==> src/hdl/rtn_pkg.sv <==
// Shared types, widths and codes for the ray/triangle nearest-hit block.
// No dependencies.
package rtn_pkg;

  // coordinate width is fixed by the payload structs
  localparam int CW            = 32;
  localparam int FRAC_BITS_DEF = 16;
  localparam int EW            = CW + 1;          // edge / difference
  localparam int PW            = 2 * EW + 1;      // cross product
  localparam int DW            = EW + PW + 2;     // dot product / determinant
  localparam int DIV_LAT       = CW + 2;          // setup + one stage per bit + saturate
  localparam int QDEPTH        = 4;
  localparam int DEPS_W        = 32;
  localparam int BEPS_W        = 16;
  localparam int CFG_IDX_W     = 4;
  localparam int CFG_DATA_W    = 32;

  localparam logic signed [CW-1:0] DIR_X_RESET = CW'(65536);

  typedef enum logic [CFG_IDX_W-1:0] {
    CFG_ORIGIN_X = 4'd0,
    CFG_ORIGIN_Y = 4'd1,
    CFG_ORIGIN_Z = 4'd2,
    CFG_DIR_X    = 4'd3,
    CFG_DIR_Y    = 4'd4,
    CFG_DIR_Z    = 4'd5,
    CFG_DET_EPS  = 4'd6,
    CFG_BARY_EPS = 4'd7
  } cfg_reg_t;

  typedef enum logic [2:0] {
    ST_HIT      = 3'd0,
    ST_PARALLEL = 3'd1,
    ST_FAR      = 3'd2,
    ST_U_OUT    = 3'd3,
    ST_V_OUT    = 3'd4
  } status_t;

  typedef struct packed {
    logic signed [CW-1:0] v0_x;
    logic signed [CW-1:0] v0_y;
    logic signed [CW-1:0] v0_z;
    logic signed [CW-1:0] v1_x;
    logic signed [CW-1:0] v1_y;
    logic signed [CW-1:0] v1_z;
    logic signed [CW-1:0] v2_x;
    logic signed [CW-1:0] v2_y;
    logic signed [CW-1:0] v2_z;
    logic signed [CW-1:0] distance_limit;
  } in_item_t;

  typedef struct packed {
    logic                 hit;
    status_t              status;
    logic signed [CW-1:0] hit_distance;
    logic signed [CW-1:0] bary_u;
    logic signed [CW-1:0] bary_v;
  } out_item_t;

  typedef struct packed {
    logic signed [CW-1:0] origin_x;
    logic signed [CW-1:0] origin_y;
    logic signed [CW-1:0] origin_z;
    logic signed [CW-1:0] dir_x;
    logic signed [CW-1:0] dir_y;
    logic signed [CW-1:0] dir_z;
    logic [DEPS_W-1:0]    det_epsilon;
    logic [BEPS_W-1:0]    bary_epsilon;
  } cfg_t;

  // classified triangle handed from front to back
  typedef struct packed {
    logic [DW-1:0]        det_mag;
    logic [DW-1:0]        dist_mag;
    logic [DW-1:0]        u_mag;
    logic [DW-1:0]        v_mag;
    logic                 dist_neg;
    logic                 u_neg;
    logic                 v_neg;
    logic                 parallel;
    logic signed [CW-1:0] limit;
  } q_entry_t;

  // magnitude of a signed dot product
  function automatic logic [DW-1:0] mag(input logic signed [DW-1:0] x);
    return x[DW-1] ? DW'(-x) : DW'(x);
  endfunction

endpackage

==> src/hdl/rtn_queue.sv <==
// Short FIFO between front and back, flop storage.
// Depends on rtn_pkg.
module rtn_queue #(
  parameter int DEPTH = rtn_pkg::QDEPTH
) (
  input  logic              clk,
  input  logic              rst_n,
  input  logic              push_i,
  input  rtn_pkg::q_entry_t data_i,
  output logic              full_o,
  input  logic              pop_i,
  output rtn_pkg::q_entry_t data_o,
  output logic              empty_o
);
  localparam int AW   = (DEPTH > 1) ? $clog2(DEPTH) : 1;
  localparam int CNTW = $clog2(DEPTH + 1);

  rtn_pkg::q_entry_t mem_r [DEPTH];
  logic [AW-1:0]     wr_r, rd_r;
  logic [CNTW-1:0]   cnt_r;

  // pointers and fill count
  always_ff @(posedge clk) begin
    if (!rst_n) begin
      wr_r  <= '0;
      rd_r  <= '0;
      cnt_r <= '0;
    end else begin
      if (push_i) begin
        wr_r <= (wr_r == AW'(DEPTH - 1)) ? '0 : wr_r + 1'b1;
      end
      if (pop_i) begin
        rd_r <= (rd_r == AW'(DEPTH - 1)) ? '0 : rd_r + 1'b1;
      end
      unique case ({push_i, pop_i})
        2'b10:   cnt_r <= cnt_r + 1'b1;
        2'b01:   cnt_r <= cnt_r - 1'b1;
        default: cnt_r <= cnt_r;
      endcase
    end
  end

  // storage
  always_ff @(posedge clk) begin
    if (push_i) begin
      mem_r[wr_r] <= data_i;
    end
  end

  assign data_o  = mem_r[rd_r];
  assign full_o  = (cnt_r == CNTW'(DEPTH));
  assign empty_o = (cnt_r == '0);
endmodule

==> config.mk <==
export PLATFORM = sky130hd
export DESIGN_NAME = rtn_queue
export DESIGN_NICKNAME = d
export VERILOG_FILES = /design/src/hdl/rtn_pkg.sv /design/src/hdl/rtn_queue.sv
export SDC_FILE = /design/constraint.sdc
export NUM_CORES = 1
export LEC_CHECK = 0
export BUFFER_PORTS_ARGS = -buffer_cell sky130_fd_sc_hd__buf_2
export CAP_MARGIN = 5
export CORE_MARGIN = 3
export CORE_UTILIZATION = 55
export DETAILED_ROUTE_END_ITERATION = 7
export GPL_TIMING_DRIVEN = 0
export PLACE_DENSITY = 0.77
export SYNTH_ARGS = -nofsm -noshare
export SYNTH_HDL_FRONTEND = slang
export SYNTH_SLANG_ARGS = --single-unit
==> constraint.sdc <==
create_clock -name clk -period 24.5 [get_ports clk]
set_clock_uncertainty 0.1 [all_clocks]
set_input_delay 4.9 -clock clk [delete_from_list [all_inputs] [get_ports clk]]
set_output_delay 4.9 -clock clk [all_outputs]
set_load 0.02 [all_outputs]
Word level (Yosys, flattened, before mapping)
Memories as Yosys holds them, arrays and structs flattened. A register that Yosys moved wholly into a read port is not among the register bits.
Index checks and enable logic that the tools add are counted.
{ "totals": {"latchBits": 0, "ramBits": 1776, "in_bits": 448, "output_inout_bits": 446, "romBits": 0, "ff_bits": 7, "memories": 1, "word_cells": 22} }
{ "op_classes": {"shifts": 0, "n_reduce_logical": 2, "addsub": 4, "div_mod_pow": 0, "mul": 0, "n_lt_le_gt_ge": 0, "bitwise_logic": 0, "eq_ne": 5, "n_mux": 7} }
{ "mem_list": {"columns": ["memory", "words", "width", "read_ports", "rd_ports_with_merged_regs", "write_ports", "line_no", "source"], "rows": [
  ["mem_r", 4, 444, 1, 1, 1, "rtn_queue.sv:18", "rtn_pkg::q_entry_t mem_r [DEPTH];"]
]} }
{ "ops": {"columns": ["op", "n"], "rows": [
  ["2-to-1 mux 2 bit", 4],
  ["equality test 2 bit (second input constant)", 3],
  ["one-hot mux 3 bit (2 select lines)", 1],
  ["adder 2 x 1 -> 2 bit (second input constant)", 2],
  ["adder 3 x 1 -> 3 bit (second input constant)", 1],
  ["equality test 3 bit (second input constant)", 1],
  ["zero test 3 bit", 1],
  ["subtractor 3 x 1 -> 3 bit (second input constant)", 1],
  ["equality test 2 x 1 -> 1 bit (second input constant)", 1],
  ["2-to-1 mux 1 bit", 2],
  ["nonzero test 2 bit", 1]
]} }

Depth between registers and ports, before layout
{ "depth": {"ltp_word": 4, "ltp_mapped": 7, "depth_no_buf": 7} }

Least setup slack after synthesis
OpenSTA, ideal clock, no wires.
{ "synth_path": {"path_type": "in2reg", "start": "input port push_i", "end": "memory mem_r[0][0] in the netlist's numbering, enable pin", "required_time_ps": 23537, "setup_slack_ps": 8661, "t_arrival_ps": 14876, "path_stages": 1, "path_cell_list": "and2_1"} }
{ "synth_via": {"elab_chain_len": 2} }
{ "synth_lines": {"columns": ["item", "line_no", "source"], "rows": [
  ["start, declared", "rtn_queue.sv:8", "input logic push_i,"],
  ["2-to-1 mux 1 bit", "rtn_queue.sv:45", "if (push_i) begin"],
  ["2-to-1 mux 1 bit (not written as such)", "rtn_queue.sv:46", "mem_r[wr_r] <= data_i;"],
  ["end, declared", "rtn_queue.sv:18", null]
]} }
No other way between the ends.

==> summary.md <==
| Metric | Value |
|---|---|
| Vias in the first global route | around 32k |
| #FFs+latches synth | around 1.8k |
| Min Tclk post-route | 8.326 ns |
| Worst path arrival time | ~3.3 ns |
| Avg WL per Cell | a little under 30 um |
| Leakage | 0.02578 uW |
| Worst path most repeated cell | buf_2 |
| Outcome | complete, no violations |
| Maxcap violations | 0 |
| Die Ht | ~350 um |
| Num ports | just under 900 |
| RSZ-0062 raised after global routing | no |
| Post-synth top area share | 0.8277 |
| HPWL Detailed | ~98000 um |
| Largest family of logic cells by synthesized area | multiplexers |
| Maximum root-to-sink buffer count | 3 |
| Final setup TNS | 0 ns |
| TritonRoute pass-1 iters | 6 |
| Async set-or-reset flop fraction in the synthesized netlist | 0 |
| Worst path max stage delay | 0.74 ns |
| Final antenna-violating net count | 0 |
| Worst-skew pair later-pin latency | approximately 0.7 ns |
| Die Footprint | about 120000 um^2 |
| Commonest cells in the netlist | 1776 x edfxtp_1, 444 x mux4_2, 25 x buf_4 |
| Post-layout util | 0.6689 |
| Final Slew Violations | 0 |
| Cts hold-fix bufs | 0 |
| Global Route Usage Sum | 0.2523 |
| Worst-margin pin slew | approximately 1.1 ns |
| Crit path capture type | output port |
| Largest net degree at the start of global routing | a little over 60 |
| CP top delay family | buffers and inverters |
| Drt total wl | between 150000 and 200000 um |
| Seq/Total Area, Yosys | 0.8305 |
| Critical path peak fanout | 10 |
| Worst path bufs/invs | 4 |
| Post-CTS resize count | 0 |
| DIE WIDTH | 348.3 um |
| Ys flop type | edfxtp_1 |
| CTS tree | done |
| Post-synthesis simple-gate area fraction | 0.001534 |
| Cell Chain, Critical Path | buf_2 -> clkbuf_1 -> buf_2 -> mux4_2 -> buf_2 |
| # DRC | 0 |
| YS warnings | 0 |
| Worst slew margin | 0.2675 |
| Final setup violation count | 0 |
| Site row count | 124 |
| Pwr/cell area | ~86 nW/um^2 |
| Required @ worst endpoint | slightly below 20 ns |
| Initial antenna violation count | 83 |
| CP Class | reg -> out |
| Fmax | approximately 0.12 GHz |
| Startpoint types | flip-flop |
| Final net count | just under 4k |
| Most numerous cell in the Yosys netlist | edfxtp_1 |
| Num CTS Buffers | between 150 and 200 |
| XOR/XNOR share of the synthesized area | 0.0002719 |
| Via count | 30.28k |
| CTS Sinks | about 1.8k |
| First-pass GRT wire length | 220500 um |
| Synth Area in Compound Gates | 0.0004660 |
| Post-Place Cell Area | 71710 um^2 |
| Final instance area | around 77000 um^2 |
| Largest cells by area after synthesis | edfxtp_1 83%, mux4_2 16%, buf_6 0.33% |
| Core area | approximately 120000 um^2 |
| GPL Wtd Cong | about 0.78 |
| Final Hold Slack | a little over 0.4 ns |
| Avg Cell Area, Syn | roughly 27 um^2 |
| Vias per cell | 5.866 |
| Initial Util | 0.5589 |
| Number of synthesized flops with an enable pin | ~1.8k |
| Post-synthesis adder-cell area fraction | 0.001476 |
| P&R area growth vs syn | 19.67% |
| Clock root cell | clkbuf_16 |
| Synth Instances | between 2k and 2.5k |
| # port buffers | approximately 890 |
| Period utilisation layout | 0.3399 |
| Mux share of post-synthesis cell area | 0.1555 |
| Syn Std Cell Area | approximately 64000 um^2 |
| Gr ovfl total | 0 |
| Hold crit path type | reg -> reg |
| Post-CTS Repair Setup Buffers | 0 |
| Fraction of layout cells with a size suffix above 1 | 0.4613 |
| Syn nets | between 2k and 3k |
| Final hold vios | 0 |
| Distinct cell type count after synthesis | 25 |
| Worst-path clk slew | around 0.060 ns |
| Drt initial violations | 3083 |
| H-Tree Depth | 4 |
| Worst vdd rail ir drop | around 0.000074 V |
| Synth area leader | edfxtp_1 |
| Slowest-stage cell, CP | clkbuf_1 |
[final timing paths]
kind                                       to  slack, ns      start  cells past startpoint
worst max-delay path              data_o[312]      16.17  flip-flop                      5
worst max register to register  mem_r[2][283]      21.61    wr_r[0]                      7
worst min-delay path                 cnt_r[2]       0.41   cnt_r[2]                      2
worst min register to register       cnt_r[2]       0.41   cnt_r[2]                      2
[routing by layer]
| metal | part of all wire | GRT usage |
|---|---|---|
| met5 | 0.0019 | 0 |
| met4 | 0.039 | 0.1068 |
| met3 | 0.10 | 0.08644 |
| met2 | 0.52 | 0.4223 |
| met1 | 0.34 | 0.3017 |
[worst reg2reg max path: cells and delay by family (launching register included)]
kind	cells	cell delay, ns
flops	1	0.34
simple gates	1	0.57
buf+inv	5	1.40
fa+ha+maj	1	0.14
[stage by stage]
step | std cells | worst slack, ns | power (uW)
5_1_grt | 5138 | 16.02 | 6864
2_1_floorplan | 2366 | 8.661 | 4006
3_3_place_gp | 4771 | 0.8695 | 4309
3_5_place_dp | 4804 | 16.92 | 4242
4_1_cts | 5102 | 16.09 | 6712
6_report | 5162 | 16.17 | 6666
[kinds of logic after synthesis]
family	after synthesis
flip-flops	1785
multiplexers	446
buffers and inverters	105
AND/OR/NAND/NOR	16
adder cells (fa/ha/maj)	7
AO/OA/AOI/OAI	5
XOR/XNOR	2
[sequential cells by signal, summed over array words and instances (netlist names), named ones only]
| register | cells |
|---|---|
| cnt_r | 3 |
| wr_r | 2 |
| mem_r | 1776 |
| rd_r | 2 |
[layout make-up]
class,instances,area [um^2]
buffer,99,638.1
sequential,1785,53510
fill,6905,38170
inverter,6,22.52
multi-input combinational,476,10270
antenna,60,150.1
tap,1512,1892
timing repair buffer,926,5370
clock buffer,227,4596
clock inverter,71,658.1
[power breakdown]
part / total [uW] / switching [uW] / internal (uW)
Combinational: 666 / 414 / 252
Clock: 2480 / 1080 / 1400
Sequential: 3520 / 29.6 / 3490
[cell usage in the layout (no fill, tap or decap), types with 2 or more instances in the layout]
cell type	count
and2_4	4
ha_1	6
buf_2	917
nor3b_1	2
buf_6	19
mux2i_1	2
nor2b_1	4
clkinvlp_4	2
and2_1	2
clkbuf_1	64
dfxtp_1	9
o21ai_0	2
clkbuf_16	176
clkinv_16	3
bufinv_16	8
clkinv_2	13
clkinv_4	3
buf_1	18
clkinv_1	33
edfxtp_1	1776
mux4_2	444
inv_1	6
diode_2	60
inv_6	7
buf_4	25
buf_16	32
Power figures use the tool's default switching activity.
